## src/rtl/core/sci_pkg.sv

```systemverilog
// ----------------------------------------------------------------------------
// Segment/circle intersection package
// Shared constants and helpers for the multiplier pipeline sizing.
// ----------------------------------------------------------------------------
`default_nettype none

package sci_pkg;

   // Bits of the second operand that one multiplier stage consumes.
   localparam int MUL_DIGIT = 16;

   // Number of register stages of a multiplier whose second operand is width bits.
   function automatic int mul_stages(input int width);
      return (width + MUL_DIGIT - 1) / MUL_DIGIT;
   endfunction

endpackage

`default_nettype wire

```

## src/rtl/core/sci_mul.sv

```systemverilog
// ----------------------------------------------------------------------------
// Pipelined unsigned multiplier
// Multiplies one digit of the second operand per stage and accumulates.
// ----------------------------------------------------------------------------
`default_nettype none

module sci_mul
   import sci_pkg::*;
#(
   parameter int WA = 32,
   parameter int WB = 32
) (
   input  wire logic             clock,
   input  wire logic [WA-1:0]    a,
   input  wire logic [WB-1:0]    b,
   output logic [WA+WB-1:0]      p
);

   localparam int ND = mul_stages(WB);
   localparam int BP = ND * MUL_DIGIT;
   localparam int PW = WA + WB;

   logic [BP-1:0] b_pad;
   logic [WA-1:0] a_ff   [ND];
   logic [BP-1:0] b_ff   [ND];
   logic [PW-1:0] acc_ff [ND];

   assign b_pad = BP'(b);

   // First stage: lowest digit.
   always_ff @(posedge clock) begin
      a_ff[0]   <= a;
      b_ff[0]   <= b_pad;
      acc_ff[0] <= PW'(a) * PW'(b_pad[MUL_DIGIT-1:0]);
   end

   // Each later stage adds the next digit's partial product.
   for (genvar k = 1; k < ND; k++) begin : g_stage
      always_ff @(posedge clock) begin
         a_ff[k]   <= a_ff[k-1];
         b_ff[k]   <= b_ff[k-1];
         acc_ff[k] <= acc_ff[k-1]
                    + ((PW'(a_ff[k-1]) * PW'(b_ff[k-1][k*MUL_DIGIT +: MUL_DIGIT]))
                       << (k * MUL_DIGIT));
      end
   end

   assign p = acc_ff[ND-1];

endmodule

`default_nettype wire

```

## config.mk

```make
export PLATFORM = sky130hd
export DESIGN_NAME = sci_mul
export DESIGN_NICKNAME = d
export VERILOG_FILES = /design/src/rtl/core/sci_pkg.sv /design/src/rtl/core/sci_mul.sv
export SDC_FILE = /design/constraint.sdc
export NUM_CORES = 2
export LEC_CHECK = 0
export ABC_AREA = 1
export BUFFER_PORTS_ARGS = -buffer_cell sky130_fd_sc_hd__buf_2
export CORE_ASPECT_RATIO = 0.9
export CORE_MARGIN = 2
export CORE_UTILIZATION = 70
export CTS_CLUSTER_DIAMETER = 40
export DETAILED_ROUTE_END_ITERATION = 10
export HOLD_SLACK_MARGIN = 0.02
export PLACE_DENSITY = 0.88
export RECOVER_POWER = 50
export SETUP_SLACK_MARGIN = 0.05
export SLEW_MARGIN = 20
export SYNTH_ARGS = -nofsm -noshare
export SYNTH_HDL_FRONTEND = slang
export SYNTH_SLANG_ARGS = --single-unit
```

## constraint.sdc

```tcl
create_clock -name clock -period 13.38 [get_ports clock]
set_input_delay 0.669 -clock clock [delete_from_list [all_inputs] [get_ports clock]]
set_output_delay 0.669 -clock clock [all_outputs]
set_load 0.02 [all_outputs]
```

### Word level (Yosys, flattened, before mapping)

Memory sizes are Yosys's and may differ from the RTL's.
Index checks and enable logic that the tools add are counted.

* memory bits (read-only): 0
* bits in writable memories: 256
* bits of input ports: 65
* latch bits: 0
* memories: 3
* register bits after elaboration: 0

Memory list
* acc_ff: depth 2, bits a word 64, read ports 2, clocked after Yosys merged registers in 0, write ports 2, RTL line sci_mul.sv:26 `logic [PW-1:0] acc_ff [ND];`
* a_ff: depth 2, bits a word 32, read ports 1, clocked after Yosys merged registers in 0, write ports 2, RTL line sci_mul.sv:24 `logic [WA-1:0] a_ff [ND];`
* b_ff: depth 2, bits a word 32, read ports 1, clocked after Yosys merged registers in 0, write ports 2, RTL line sci_mul.sv:25 `logic [BP-1:0] b_ff [ND];`

* add/sub/neg operators: 1
* multiplexer cells: 0
* magnitude comparators: 0
* divide/modulo/power cells: 0
* shift-type cells: 0
* multiply operators: 2
* bitwise logic cells: 0
* equal/unequal tests: 0
* reductions and logical operators: 0

Operator list (number)
* 32-bit by 16-bit multiplier with 48-bit output: 2
* 64-bit adder: 1

### Depth between registers and ports, before layout

* word-level depth: 2
* depth in mapped cells: 40

### Least setup slack after synthesis

OpenSTA, ideal clock, no wires.

* path kind: flip-flop to flip-flop
* start point: mem a_ff[0][18]
* end point: mem acc_ff[0][127] (netlist name)
* stages on the path, launching flop included: 38
* required time: 13.271 ns
* path slack: 6.692 ns
* buffers on the path: 2
* library setup time: 0.109 ns
* arrival: 6.579 ns
* clock period less this slack: 6.688 ns
* cell sequence: dfxtp_1 clkbuf_1 clkbuf_1 nand2_1 fa_1 inv_1 fa_1 inv_1 fa_1 inv_1 fa_1 fa_1 inv_1 fa_1 inv_1 ha_1 nand2_1 inv_1 (+2 left out) nand2_1 nand2_1 inv_1 nand3_2 a21oi_1 xnor2_1 ha_1 inv_1 nor3_1 nand2_1 nor2_1 nand2_1 nand2_1 nand3_2 a21oi_4 nand3_1 nand2_1 inv_1

RTL lines (RTL line)
* start: declaration: sci_mul.sv:24
* end: declaration: sci_mul.sv:26

==> reports/qor.yml <==
run_status:
  status: "finished with violations"
  violations: "max-capacitance violations, max-slew violations"
floorplanning:
  die_area_sq_um: 58870
  dieWidth_microns: 255.5
  start_util: 0.7115
  core-area_sq_um: 56020
  boundaryPins: 129
  die-height_microns: 230.4
  num_rows: 82
critical_path:
  critPathBufInv: 5
  crit_family: "adder cells"
  reg2reg_slack_ns: 5.46
  arrival_ns: 8.29
  rr_startpoint: "b_ff[0][19]"
  cp-start-kind: "flip-flop"
  critPathKind: "flip-flop to flip-flop"
  cp_max_fo: 19
  reg2reg_depth: 30
  end_kind: "flip-flop"
  slowest_delay_ns: 0.75
  crit_path_top_delay_cell: "dfxtp_1"
  timing.rr.end: "acc_ff[0][117]"
  cpMostUsedCell: "fa_1"
  required_ns: 13.75
run:
  drv_cap: 1
timing:
  skew_ns: 0.01724
  period_share: 0.5920
  fin_tns_setup_ns: 0
  max_slew_margin: -0.07845
  tightest_slew_ns: 1.618
  rsz0062_at_grt: "no"
  finalHoldViolCount: 0
  max_freq_mhz: 126.3
  setup_viol: 0
  min_period_ns: 7.920
  finalMaxSlewViolations: 18
synth:
  seq_area_frac_synth: 0.08036
  ys_top_cells_by_area: "fa_1 (42%), nand2_1 (14%), inv_1 (13%), ha_1 (8.6%), dfxtp_1 (8.0%)"
  async_flop_share: 0
  yosys.cell_types.count: 44
  yosysMostFrequentCell: "nand2_1"
  synth-main-ff-cell: "dfxtp_1"
  synth_nets: 6371
  synth_top_area_frac: 0.4204
  synth_cells: 5195
  synth_seq_cells: 160
  synth-edff-count: 0
  syn-cell-area_sq_um: 39860
  yosysTopAreaCell: "fa_1"
  avgSynthCellArea_sq_um: 7.673
  synthTopCellsByCount: "nand2_1 (1489), inv_1 (1409), fa_1 (837)"
  yosys_warnings: 0
final_layout:
  area_growth_pct: 2.401
  nNetsFinal: 6254
  finalNonFillerCells: 5849
  final.fill_count: 4214
  drive_above_1_share: 0.03261
routing:
  first_pass_iters: 9
  wl_per_cell_microns: 19.02
  wirelength_microns: 111200
  viasPerCell: 5.659
  drcViolationCount: 0
  vias: 33098
  first_iter_violations: 3571
  route.antenna.remaining_nets: 0
clocking:
  numClockSinks: 160
  clockBufferDepth: 2
  clk_pin_slew_ns: 0.09
  cts_buffers: 17
  cts_tree: "done"
  cts.repair.resized: 0
  htreeDepth: 4
  postCtsSetupBuffers: 0
  clkLatencyLatePin_ns: 0.48
  hold_buffers: 0
  clockRootBuffer: "clkbuf_16"
worst_hold_path:
  worstHoldStart: "b[23]"
  hold_end: "b_ff[0][23]"
  hold_class: "primary input to flip-flop"
  hold_path_depth: 1
global_route:
  grt_pass1_wl_microns: 183000
  gr-total-overflow: 0
  grt_usage: 0.3988
  grt_pass1_vias: 35132
  grt_max_degree: 33
  antenna_found_initial: 3
placed_design:
  dp_cells: 5815
  gp_congestion: 1.007
  dp_hpwl_microns: 87470
  numPortBuffers: 128
[sequential cells by signal, indices dropped and copies added, names as in the netlist]
register and count:
a_ff 32, acc_ff 112, b_ff 16
[placed cells by master, fill, tap and decap left out, types with 17 or more instances in the layout]
cell type / count
xnor2_1: 41
xor2_1: 77
buf_2: 49
buf_4: 24
inv_1: 1409
nand2_1: 1489
nand2_2: 19
a31oi_1: 24
fa_1: 837
dfxtp_1: 160
o21ai_0: 66
ha_1: 274
nand4_1: 18
clkbuf_1: 79
nor2_1: 173
a21oi_1: 141
clkbuf_16: 17
nand3_1: 55
[per-layer routing]
metal  part of all wire  vias up  track usage
li1                   -    14439            -
met1               0.38    15975       0.5438
met2               0.44     2293       0.6117
met3               0.14      389       0.1142
met4              0.043        2       0.1510
met5           0.000099        -            0
[final cells by class]
| class | count | area (sq um) | area share |
|---|---|---|---|
| Multi-Input combinational cell | 3334 | 30030 | 0.7358 |
| Inverter | 1413 | 5304 | 0.1299 |
| Sequential cell | 160 | 3203 | 0.07847 |
| Tap cell | 756 | 945.9 | 0.02317 |
| Timing Repair Buffer | 152 | 721.9 | 0.01769 |
| Clock buffer | 18 | 439.2 | 0.01076 |
| Clock inverter | 14 | 166.4 | 0.004077 |
| Antenna cell | 2 | 5.005 | 0.0001226 |
[how the worst max path moves through the flow]
stage / start / depth (start not counted) / endpoint / slack [ns]
after floorplan: a_ff[0][18] / 37 / acc_ff[0][127] / 6.69
after global placement: b_ff[0][19] / 30 / acc_ff[0][117] / 5.73
after detailed placement: a_ff[0][26] / 33 / acc_ff[0][127] / 5.66
after CTS: b_ff[0][19] / 31 / acc_ff[0][117] / 5.62
after global routing: a_ff[0][26] / 33 / acc_ff[0][127] / 5.02
final: b_ff[0][19] / 30 / acc_ff[0][117] / 5.46
[through the flow]
step | setup slack [ns] | instance area (sq um) | utilization | hold slack, ns
after floorplan | 6.692 | 39860 | - | 0.3096
after global placement | 5.726 | 40300 | 0.7195 | 0.3108
after detailed placement | 5.663 | 40300 | 0.7195 | 0.3121
after CTS | 5.620 | 40910 | 0.7303 | 0.2876
after global routing | 5.022 | 40810 | 0.7285 | 0.2839
final | 5.460 | 40820 | 0.7286 | 0.2893
[worst register-to-register path: cells and delay by family (launching register included)]
| family | cells | cell delay [ns] |
|---|---|---|
| XOR/XNOR | 2 | 0.43 |
| flip-flops | 1 | 0.75 |
| AO/OA/AOI/OAI | 6 | 1.02 |
| buffers and inverters | 5 | 0.67 |
| AND/OR/NAND/NOR | 9 | 1.09 |
| adder cells (fa/ha/maj) | 8 | 3.88 |
[cells by family after synthesis]
logic type,after synthesis,share of synthesized area
and+or+nand+nor,1816,0.1804
buffers and inverters,1701,0.1662
adders and majority gates,1111,0.5064
AOI/OAI and AO/OA,289,0.04075
DFF,160,0.08036
xor gates and xnor gates,118,0.02593
Power is not shown: default switching activity piles up to over one toggle a cycle in this logic, so the estimate is an artifact.
