File: config.mk
export PLATFORM = sky130hd
export DESIGN_NAME = sci_delay
export DESIGN_NICKNAME = d
export VERILOG_FILES = /design/src/rtl/core/sci_delay.sv
export SDC_FILE = /design/constraint.sdc
export NUM_CORES = 1
export LEC_CHECK = 0
export BUFFER_PORTS_ARGS = -buffer_cell sky130_fd_sc_hd__buf_4
export CAP_MARGIN = 20
export CELL_PAD_IN_SITES_DETAIL_PLACEMENT = 0
export CELL_PAD_IN_SITES_GLOBAL_PLACEMENT = 1
export CORE_AREA = 5 5 42 44
export DETAILED_ROUTE_END_ITERATION = 8
export DIE_AREA = 0 0 47 49
export HOLD_SLACK_MARGIN = 0.05
export PLACE_DENSITY = 0.6
export SYNTH_ARGS = -nofsm -noshare
export SYNTH_HDL_FRONTEND = slang
export SYNTH_SLANG_ARGS = --single-unit
export TNS_END_PERCENT = 50
File: constraint.sdc
create_clock -name clock -period 0.8 [get_ports clock]
set_input_delay 0.04 -clock clock [delete_from_list [all_inputs] [get_ports clock]]
set_output_delay 0.04 -clock clock [all_outputs]
set_load 0.1 [all_outputs]
File: src/rtl/core/sci_delay.sv
// ----------------------------------------------------------------------------
// Side-band delay line
// Carries a valid bit and its payload through a fixed number of registers.
// ----------------------------------------------------------------------------
`default_nettype none

module sci_delay #(
   parameter int WIDTH = 8,
   parameter int DEPTH = 1
) (
   input  wire logic             clock,
   input  wire logic             reset,
   input  wire logic             in_valid,
   input  wire logic [WIDTH-1:0] in_data,
   output logic                  out_valid,
   output logic [WIDTH-1:0]      out_data
);

   logic             valid_ff [DEPTH];
   logic [WIDTH-1:0] data_ff  [DEPTH];

   // The first register takes the incoming transaction.
   always_ff @(posedge clock) begin
      if (reset) begin
         valid_ff[0] <= 1'b0;
      end else begin
         valid_ff[0] <= in_valid;
      end
   end

   always_ff @(posedge clock) begin
      data_ff[0] <= in_data;
   end

   // Remaining registers shift the transaction along.
   for (genvar k = 1; k < DEPTH; k++) begin : g_tap
      always_ff @(posedge clock) begin
         if (reset) begin
            valid_ff[k] <= 1'b0;
         end else begin
            valid_ff[k] <= valid_ff[k-1];
         end
      end

      always_ff @(posedge clock) begin
         data_ff[k] <= data_ff[k-1];
      end
   end

   assign out_valid = valid_ff[DEPTH-1];
   assign out_data  = data_ff[DEPTH-1];

endmodule

`default_nettype wire

Word level (Yosys, flattened, before mapping)

Memories as Yosys holds them, arrays and structs flattened.
Index checks and enable logic that the tools add are counted.

Register bits: 0
Bits in writable memories: 9
Input bits: 11
Output and inout bits: 9
Logic and storage cells: 8
Memories kept: 2

Multiplexer cells: 5
Reductions and logical operators: 1

Memory list:

| memory   | depth | width | read ports | clocked after Yosys merged registers in | wr ports | line | source |
|---|---|---|---|---|---|---|---|
| data_ff  | 1     | 8     | 1          | 0                                       | 1        | 20   | `logic [WIDTH-1:0] data_ff [DEPTH];` |
| valid_ff | 1     | 1     | 1          | 0                                       | 1        | 19   | `logic valid_ff [DEPTH];` |

Operators with widths:

| cell               | number |
|---|---|
| 1-bit 2-to-1 mux   | 5 |
| 1-bit OR reduction | 1 |

Longest topological paths before layout

Gate-level depths: netlist (run 1).

Word-level depth: 3
Gate-level depth with buffers: 1
Depth with buffers taken out: 1

Worst setup path after synthesis (run 1)

OpenSTA, ideal clock, no wires.

Path type: reg2out
Start: memory data_ff[0][0]
End: output port out_data[0]
Arrival: 0.909 ns
Data required time: 0.760 ns
Setup slack: -0.149 ns
Cell stages (with the launch flop): 1
Path buffers: 0
Cells stage by stage: dfxtp_1

Cells in the longest elaborated chain, start to end: 1

RTL lines:

| what                  | line | source |
|---|---|---|
| from (decl)           | 20   |  |
| memory read 1 x 8 bit | --   |  |
| to (decl)             | 16   | `output logic [WIDTH-1:0] out_data` |

Every way passes these cells.

Final worst setup path (run 1)

Start: memory data_ff[0][4]
End: output port out_data[4]

The elaborated chain is that of the path after synthesis.

==> results of run 1 <==
through the flow:
step                      utilization, %  setup slack (ns)
after global routing                43.3           -0.0469
after detailed placement            25.8             0.166
after CTS                           43.3           -0.0228
after global placement              25.8             0.181
final                               43.3          -0.00604
after floorplan                        -            -0.149
sequential cells by signal, indices dropped and copies added, names as in the netlist:
name	flops
data_ff	8
valid_ff	1
cell usage after synthesis (all sizes together):
| master | instances | area share [%] |
|---|---|---|
| dfxtp | 9 | 93 |
| nor2b | 1 | 7.1 |
cell families (layout without fill, tap and decap cells):
| family | count (synthesis) | in the layout |
|---|---|---|
| buffers and inverters | 0 | 33 |
| and+or+nand+nor | 1 | 1 |
| DFF | 9 | 9 |
what timing repair did:
item | CTS | global route
hold buffers | 10 | 0
cloned | 0 | 0
setup endpoints to repair | 9 | 9
resized for setup | 32 | 0
hold endpoints to repair | 9 | 0
layer usage:
layer	vias up	wire, um	track usage, %
li1	95	-	-
met1	79	242	7.14
met2	20	214	7.47
met3	0	116	4.80
met4	0	0	4.15
met5	-	0	0
area by class of cell:
cell class | count | share of cell area [%]
Tap cell | 16 | 3.30
Sequential cell | 9 | 31.5
Timing Repair Buffer | 29 | 58.6
Multi-Input combinational cell | 1 | 2.27
Clock buffer | 4 | 4.33
worst paths after layout:
check | start | endpoint | slack [ns] | depth (start not counted)
setup / recovery | data_ff[0][4] | out_data[4] | -0.006 | 1
hold / removal | in_data[2] | data_ff[0][2] | 0.43 | 2
where the power goes:
part | switching [mW] | total, mW | internal, mW
Clock | 0.136 | 0.327 | 0.191
Combinational | 0.201 | 0.357 | 0.156
Sequential | 0.0201 | 0.499 | 0.478
Total | 0.357 | 1.18 | 0.825
==> results.md, run 1 <==
STA:
- The final worst setup slack is -0.00604 ns.
- Adding up every negative setup slack in the final design gives -0.0169 ns.
- The total count of hold-check failures in the final report came to 0.
- Setup repair after global routing could not meet its margin everywhere.
- The final-layout worst hold slack is approximately 0.43 ns.
- The relative slew slack is between 90% and 100%.
- The count of final setup violators is 4.
- The transition time of the tightest slew-check pin is 0.0677 ns.
- The worst path uses 101% of the clock period.
- The max-slew violation count is 0.
- The final critical-path required period is about 0.8 ns.
- The fmax is 1.24 GHz.

Synth:
- The synthesis warning total is 0.
- The complex-gate fraction of the synthesized area is 0%.
- The synthesized design contains 9 register bits.
- Counting every instance in the synthesized netlist gives 10.
- When the netlist entered floorplanning its net count stood at 21.
- The distinct cell type count of the synthesized netlist is 2.
- The synthesized netlist devotes 0% of its cell area to XOR and XNOR gates.
- The post-synthesis simple-gate area fraction is between 7 and 8%.
- The largest family of logic cells by synthesized area is simple AND/OR/NAND/NOR gates.
- In this run the cell area of the synthesized design comes to roughly 190 um^2.
- The fraction of synthesized area in multiplexers is 0%.
- The sequential-to-total area share from yosys stat is 92.9%.
- After synthesis, the mean cell area works out to about 19 um^2.
- The arithmetic-cell share of the synthesized area counting full adders, half adders and majority gates is 0%.

Routing:
- The final route contains 194 vias.
- After the first detailed-routing iteration, the DRC count stood at 1.
- After detailed routing, the number of vias per cell comes to 3.29.
- The count of antenna-violating nets left after detailed routing is 0.
- After detailed routing, the number of remaining DRC violations is 0.
- For this block, the routed nets add up to 573 um of wire.
- The mean routed wirelength per cell is 9.71 um.
- The detailed-router iteration count before antenna repair is 2.

Critical path:
- In this design, the largest share of critical-path delay is due to flip-flops.
- STA classifies the critical path startpoint as a flop.
- The critical path goes through buf_12.
- In this run the worst path has a maximum fanout of 1.
- The maximum cell stage delay along the critical path is 0.34 ns.
- The worst setup path is of the flop to output port kind.
- The slowest library cell on the worst path is dfxtp_2.
- The arrival time of the worst setup path is 0.77 ns.
- The worst path buffer plus inverter count is 1.
- The endpoint kind of the worst setup timing path is an output port.
- For the worst setup path, the data required time is 0.76 ns.

Place:
- The quantity of I/O buffers inserted on ports is 19.
- In this run the cell area measured after placement is 362 um^2.
- Once placement completed, the tool counted placed cells totaling 45.
- At the end of routability-driven placement, the weighted congestion stood at 0.691.

Global route:
- The number of global-route vias before repair was ~230.
- The first global-routing pass estimated 938 um of wire.
- For this run the aggregate overflow at the end of global routing stands at 0.
- For this run, the total global-route usage over all layers was measured as approximately 6%.
- The number of antenna violations at the first check in global routing came to 0.
- The maximum number of pins on one net before global-route repair is 6.

Floorplan:
- During I/O placement, the number of pins put on the boundary was 20.
- The y dimension of the die is 49 um.
- In this run the core area contains 14 standard-cell rows.
- The initial standard-cell utilization of the core is between 10 and 15%.
- The full die area is about 2300 um^2.
- The die boundary width is about 47 um.
- In this run the standard cell core region covers 1400 um^2.

CTS:
- In this run the deepest clock path goes through 2 buffers.
- The CTS H-tree depth is 1.
- After clock tree synthesis, the clock-pin slew on the worst setup and hold paths is 0.06 ns.
- Buffers inserted during clock tree synthesis total 3.
- In this run the post-CTS setup repair buffer count came out at 0.
- TritonCTS built the clock tree.
- The cell sitting at the root of the clock tree is a clkbuf_4.
- CTS saw 9 sinks.

Outcome:
- The flow ran to the end, but the final reports show violations.
- The final reports fail on negative setup slack.

Finish:
- The net count of the finished layout is 55.
- Fill cells in the final layout number 147.
- The area overhead of the layout relative to synthesis is 213%.
- The area used by sequential logic in the layout is 191 um^2.
- Of the cells placed in the final design, the portion with a size suffix greater than 1 is around three quarters.
- After routing the design area is 607 um^2.
- Once layout is complete, the cells apart from fillers number 59.
- The area occupied by multi-input gates is 13.8 um^2.
- The number of antenna repair diodes is 0.
- Leaving out fill and tap cells, the most frequent cells in the layout are dlygate4sd3_1, buf_4, dfxtp_2, buf_12, clkbuf_4.

Power:
- For this design the static power due to leakage is 0.272 nW.
- The total power is 1.18 mW.
- IR analysis of the VDD net gives a maximum drop of 0.695 mV.
- Dividing total power by cell area gives a power density of 1950 nW/um^2.

Flow run:
- The total of max-cap violations is 0.

Worst hold path:
- The kind of path behind the tightest hold check is primary input to flop.
Power figures use the tool's default switching activity.
==> run 2: changes to the inputs <==
Settings changed: ABC_AREA from default to 1.
==> results.md, run 2 <==
STA:
- Unrepaired setup endpoints after global routing: true (unchanged).
- The summed negative setup slack over all endpoints is -0.104 ns (was -0.0169 ns).
- The final-layout worst hold slack is 0.421 ns (was 0.429 ns).
- The count of final setup violators came to 9 (was 4).
- The total count of hold-check failures in the final report was 0 (unchanged).
- The transition time of the tightest slew-check pin is 0.0768 ns (was 0.0677 ns).
- The final worst setup slack is -0.0240 ns (was -0.00604 ns).
- The portion of the clock cycle consumed by the worst path in the final layout is 103% (was 101%).
- The fmax is 1.21 GHz (was 1.24 GHz).
- The final critical-path required period is 0.824 ns (was 0.806 ns).
- The relative slew slack was 94.9% (was 95.5%).
- The max-slew violation count is 0 (unchanged).

Routing:
- The count of antenna-violating nets left after detailed routing came to 0 (unchanged).
- The final routed DRC violation total came to 0 (unchanged).
- The first-iteration detailed-routing DRC count is 0 (was 1).
- The mean routed wirelength per cell came to 11.5 um (was 9.71 um).
- The ratio of routed vias to standard cells was 3.37 (was 3.29).
- The detailed-router iteration count before antenna repair was 1 (was 2).
- The via total after detailed routing is 202 (was 194).
- The total wire length after detailed routing is 689 um (was 573 um).

Power:
- The leakage dissipation came to 0.272 nW (about the same).
- The maximum vdd ir drop came to 0.869 mV (was 0.695 mV).
- The total power was 1.20 mW (was 1.18 mW).
- The power density over the cells came to 1990 nW/um^2 (was 1950 nW/um^2).

Synth:
- The post-synthesis net count is 22 (was 21).
- The sequential-to-total area share from yosys stat is 94.7% (was 92.9%).
- The post-synthesis instance area is 190 um^2 (was 194 um^2).
- The average cell area after synthesis came to 17.3 um^2 (was 19.4 um^2).
- The cell taking the most area after synthesis is dfxtp_1 (unchanged).
- The distinct cell type count of the synthesized netlist is 3 (was 2).
- The count of flip-flops with a built-in enable after synthesis came to 0 (unchanged).
- Leading cell types by count after synthesis: dfxtp_1, inv_1, nor2_2 (was dfxtp_1, nor2b_4).
- The synthesis warning total is 0 (unchanged).
- The share of Yosys cell area claimed by the top area cell type is 94.7% (was 92.9%).
- The dominant register cell in the synthesized netlist is dfxtp_1 (unchanged).
- Top cells by area in the synthesized netlist: dfxtp_1, nor2_2, inv_1 (was dfxtp_1, nor2b_4).
- The post-synthesis sequential element count is 9 (unchanged).
- The cell count after synthesis came to 11 (was 10).
- The async set-or-reset flop fraction in the synthesized netlist is 0% (unchanged).
- The most frequently used cell type in the post-synthesis netlist is dfxtp_1 (unchanged).

Critical path:
- The category of cells accounting for the largest share of critical-path delay was flip-flops (unchanged).
- The worst path buffer plus inverter count is 1 (unchanged).
- The arrival time of the worst setup path is 0.78 ns (was 0.77 ns).
- The slowest library cell on the worst path is dfxtp_2 (unchanged).
- List of cells traversed by the critical path: buf_12 (unchanged).
- The type of origin of the critical path was a flop (unchanged).
- The critical path required time was 0.76 ns (about the same).
- The kind of critical path is flop to output port (unchanged).
- The maximum cell stage delay along the critical path is 0.35 ns (was 0.34 ns).
- The endpoint kind of the worst setup timing path is an output port (unchanged).
- The maximum net fanout on the critical path came to 1 (unchanged).

CTS:
- The CTS tree is done (unchanged).
- The CTS H-tree depth came to 1 (unchanged).
- The number of CTS-inserted buffers is 3 (unchanged).
- The clock transition at the register clock pins on the worst setup and hold paths after CTS was 0.06 ns (about the same).
- The CTS sink count is 9 (unchanged).
- The maximum buffer depth of the clock tree is 2 (unchanged).
- The library cell used as clock root buffer was clkbuf_4 (unchanged).

Place:
- The final weighted congestion of routability-driven global placement was 0.730 (was 0.691).
- The total placed cells including tap cells came to 46 (was 45).
- The quantity of I/O buffers inserted on ports came to 19 (unchanged).

Floorplan:
- The full die area was 2300 um^2 (unchanged).
- The number of top-level pins is 20 (unchanged).
- The initial standard-cell utilization of the core is 13.6% (was 13.8%).
- The die boundary width is 47 um (unchanged).
- The number of rows in the core area is 14 (unchanged).
- The area inside the core boundary came to 1400 um^2 (unchanged).
- The y dimension of the die is 49 um (unchanged).

Worst hold path:
- The kind of path behind the tightest hold check is primary input to flop (unchanged).
- The startpoint of the tightest hold check path is in_data[2] (unchanged).
- The worst hold endpoint was data_ff[0][2] (unchanged).
- The cell count of the worst hold path is 2 (unchanged).

Flow run:
- The total of max-cap violations is 0 (unchanged).

Finish:
- The post-layout utilization of the core is 43.0% (was 43.3%).
- The count of fill cells added during filler insertion is 144 (was 147).
- The number of nets at the end of the flow came to 56 (was 55).
- Biggest registers after layout: data_ff x8, valid_ff x1 (unchanged).
- The layout cell share with drive strength beyond 1 is 72.7% (was 74.4%).
- The number of antenna repair diodes is 0 (unchanged).
- The flip-flop count of the largest register after layout is 8 (unchanged).
- Most frequent cells in the layout: dlygate4sd3_1, buf_4, dfxtp_2, buf_12, clkbuf_4 (unchanged).
- The final non-filler cell total is 60 (was 59).
- The area overhead of the layout relative to synthesis was 217% (was 213%).
- The register bank with the most flops is data_ff (unchanged).

Outcome:
- Result of the run: complete, but fails checks (unchanged).
- Failing checks: negative setup slack (unchanged).

Global route:
- The global-route wire length before repair is 1010 um (was 938 um).
- The number of antenna violations at the first check in global routing is 0 (unchanged).
- The number of global-route vias before repair was 228 (was 226).
- The maximum number of pins on one net before global-route repair is 6 (unchanged).
- The combined global-route utilization of all metal layers is 7.43% (was 6.16%).
- The residual overflow from global routing is 0 (unchanged).
==> run 2: changes by cell type after synthesis, sizes merged <==
cell / before / now
inv: 0 / 1
nor2: 0 / 1
nor2b: 1 / 0
==> run 2: power by group <==
part | switching, mW | total, mW | internal (mW)
Sequential | 0.0209 | 0.499 | 0.478
Combinational | 0.202 | 0.355 | 0.153
Clock | 0.153 | 0.345 | 0.192
==> run 2: what timing repair did <==
| item | 4_1_cts | 5_1_grt |
|---|---|---|
| gates resized for setup | 32 | 0 |
| endpoints found under the hold margin | 9 | 0 |
| setup buffers | 0 | 0 |
| hold buffers | 10 | 0 |
| endpoints found under the setup margin | 9 | 9 |
==> run 2: through the flow <==
stage	cell area, um^2	setup WS [ns]
6_report	603	-0.0240
5_1_grt	603	-0.0584
4_1_cts	603	-0.0360
3_5_place_dp	358	0.164
3_3_place_gp	358	0.181
2_1_floorplan	195	-0.149
==> run 2: worst max-delay path by stage <==
stage | from | end | slack (ns) | cells after the start
floorplan | data_ff[0][4] | out_data[4] | -0.15 | 0
global placement | data_ff[0][7] | out_data[7] | 0.18 | 1
detailed placement | data_ff[0][6] | out_data[6] | 0.16 | 1
CTS | data_ff[0][3] | out_data[3] | -0.04 | 1
global route | data_ff[0][7] | out_data[7] | -0.06 | 1
finish | data_ff[0][3] | out_data[3] | -0.02 | 1
==> run 2: cell type report <==
class                           count  area, um^2  area share, %
Sequential cell                     9         191           31.7
Timing Repair Buffer               29         355           58.9
Clock buffer                        4        26.3           4.36
Inverter                            1        3.75          0.622
Tap cell                           16        20.0           3.32
Multi-Input combinational cell      1        6.26           1.04
==> run 2: metal layers <==
metal | vias up | global-route usage [%] | share of wire, %
met3 | 2 | 7.01 | 15
met5 | - | 0 | 0
met1 | 81 | 6.90 | 41
li1 | 97 | - | -
met2 | 22 | 9.73 | 42
met4 | 0 | 5.53 | 1.3
==> run 2: cells by family (layout without fill, tap and decap cells) <==
kind of cell | count (synthesis) | in the layout | synth area share (%)
flip-flops | 9 | 9 | 94.7
AND/OR/NAND/NOR | 1 | 1 | 3.29
buffers and inverters | 1 | 34 | 1.97
==> run 3: changes to the inputs <==
Settings changed: CELL_PAD_IN_SITES_DETAIL_PLACEMENT 0 to 1.
==> results.md, run 3 (synthesized netlist as in run 2, its figures left out) <==
Outcome:
- Result of the run: complete, but fails checks (unchanged).
- Failing checks: negative setup slack (unchanged).

STA:
- The portion of the clock cycle consumed by the worst path in the final layout is 103% (about the same).
- The count of final setup violators was 9 (unchanged).
- The transition time of the tightest slew-check pin is 0.0818 ns (was 0.0768 ns).
- The max-slew violation count was 0 (unchanged).
- The relative slew slack is 94.6% (was 94.9%).
- The fmax is 1.21 GHz (about the same).
- Unrepaired setup endpoints after global routing: true (unchanged).
- The total count of hold-check failures in the final report is 0 (unchanged).
- The final-layout worst hold slack is 0.435 ns (was 0.421 ns).
- The final worst setup slack is -0.0236 ns (was -0.0240 ns).
- The final critical-path required period is 0.824 ns (about the same).

Place:
- The placed instance area is 358 um^2 (unchanged).
- The setup slack after placement is 0.166 ns (was 0.164 ns).
- The final weighted congestion of routability-driven global placement is 0.730 (unchanged).
- The total placed cells including tap cells is 46 (unchanged).
- The quantity of I/O buffers inserted on ports is 19 (unchanged).

Finish:
- The count of fill cells added during filler insertion is 145 (was 144).
- Biggest registers after layout: data_ff x8, valid_ff x1 (unchanged).
- The layout cell share with drive strength beyond 1 was 72.7% (unchanged).
- The flip-flop count of the largest register after layout was 8 (unchanged).
- The area occupied by multi-input gates is 6.26 um^2 (unchanged).
- The number of antenna repair diodes is 0 (unchanged).
- The final non-filler cell total is 60 (unchanged).
- The finished layout cell area is 603 um^2 (unchanged).
- Most frequent cells in the layout: dlygate4sd3_1, buf_4, dfxtp_2, buf_12, clkbuf_4 (unchanged).
- The area overhead of the layout relative to synthesis is 217% (unchanged).
- The register bank with the most flops is data_ff (unchanged).
- The number of nets at the end of the flow is 56 (unchanged).
- The area used by sequential logic in the layout came to 191 um^2 (unchanged).

Global route:
- The residual overflow from global routing came to 0 (unchanged).
- The combined global-route utilization of all metal layers is 7.56% (was 7.43%).
- The number of antenna violations at the first check in global routing is 0 (unchanged).
- The maximum number of pins on one net before global-route repair was 6 (unchanged).
- The global-route wire length before repair is 1120 um (was 1010 um).
- The number of global-route vias before repair came to 263 (was 228).

CTS:
- The CTS H-tree depth is 1 (unchanged).
- The maximum buffer depth of the clock tree is 2 (unchanged).
- The library cell used as clock root buffer is clkbuf_4 (unchanged).
- The CTS tree was done (unchanged).
- The clock transition at the register clock pins on the worst setup and hold paths after CTS is 0.06 ns (about the same).
- The number of CTS-inserted buffers is 3 (unchanged).
- The CTS sink count was 9 (unchanged).

Routing:
- The first-iteration detailed-routing DRC count is 1 (was 0).
- The detailed-router iteration count before antenna repair is 2 (was 1).
- The total wire length after detailed routing was 732 um (was 689 um).
- The ratio of routed vias to standard cells is 3.57 (was 3.37).
- The final routed DRC violation total is 0 (unchanged).
- The via total after detailed routing is 214 (was 202).
- The count of antenna-violating nets left after detailed routing was 0 (unchanged).
- The mean routed wirelength per cell was 12.2 um (was 11.5 um).

Critical path:
- The slowest library cell on the worst path is dfxtp_2 (unchanged).
- List of cells traversed by the critical path: buf_12 (unchanged).
- The critical path required time is 0.76 ns (about the same).
- The type of origin of the critical path is a flop (unchanged).
- The worst path buffer plus inverter count is 1 (unchanged).
- The maximum cell stage delay along the critical path is 0.35 ns (about the same).
- The category of cells accounting for the largest share of critical-path delay is flip-flops (unchanged).
- The endpoint kind of the worst setup timing path is an output port (unchanged).
- The maximum net fanout on the critical path is 1 (unchanged).
- The kind of critical path is flop to output port (unchanged).
- The arrival time of the worst setup path is 0.78 ns (about the same).

Flow run:
- The total of max-cap violations was 0 (unchanged).

Power:
- The power density over the cells is 1980 nW/um^2 (was 1990 nW/um^2).
- The maximum vdd ir drop was 0.758 mV (was 0.869 mV).
- The leakage dissipation is 0.272 nW (unchanged).

Worst hold path:
- The kind of path behind the tightest hold check is primary input to flop (unchanged).

Floorplan:
- The number of rows in the core area is 14 (unchanged).
- The number of top-level pins is 20 (unchanged).
- The initial standard-cell utilization of the core is 13.6% (unchanged).
- The y dimension of the die was 49 um (unchanged).
- The full die area was 2300 um^2 (unchanged).
- The die boundary width is 47 um (unchanged).
- The area inside the core boundary is 1400 um^2 (unchanged).
run 3: final cells by class:
cell class	instances	area share, %
Timing Repair Buffer	29	58.9
Tap cell	16	3.32
Sequential cell	9	31.7
Multi-Input combinational cell	1	1.04
Clock buffer	4	4.36
Inverter	1	0.622
run 3: what timing repair did:
action,CTS,global route
gates cloned,0,0
endpoints found under the setup margin,9,9
hold buffers,10,0
resized for setup,32,0
endpoints found under the hold margin,9,0
buffers inserted,0,0
run 3: where the power goes:
part	total, mW	internal, mW	switching (mW)
sequential	0.500	0.478	0.0213
clock	0.337	0.191	0.146
combinational	0.356	0.153	0.202
total	1.19	0.823	0.370
run 3: worst paths after layout:
path / from / to / slack, ns / depth (start not counted)
worst max-delay path: data_ff[0][3] / out_data[3] / -0.02 / 1
worst min-delay path: in_data[7] / data_ff[0][7] / 0.44 / 2
run 3: metrics by stage:
stage	util, %	setup TNS, ns	power [mW]
finish	43.0	-0.0820	1.19
floorplan	-	-0.745	0.670
detailed placement	25.5	0	0.751
global route	43.0	-0.343	1.24
CTS	43.0	-0.173	1.21
global placement	25.5	0	0.748
run 3: per-layer routing:
layer,track usage (%),vias to the layer above,part of all wire (%)
li1,-,97,-
met1,6.89,93,32
met2,11.8,22,50
met3,4.43,2,16
met4,5.53,0,2.0
met5,0,-,0
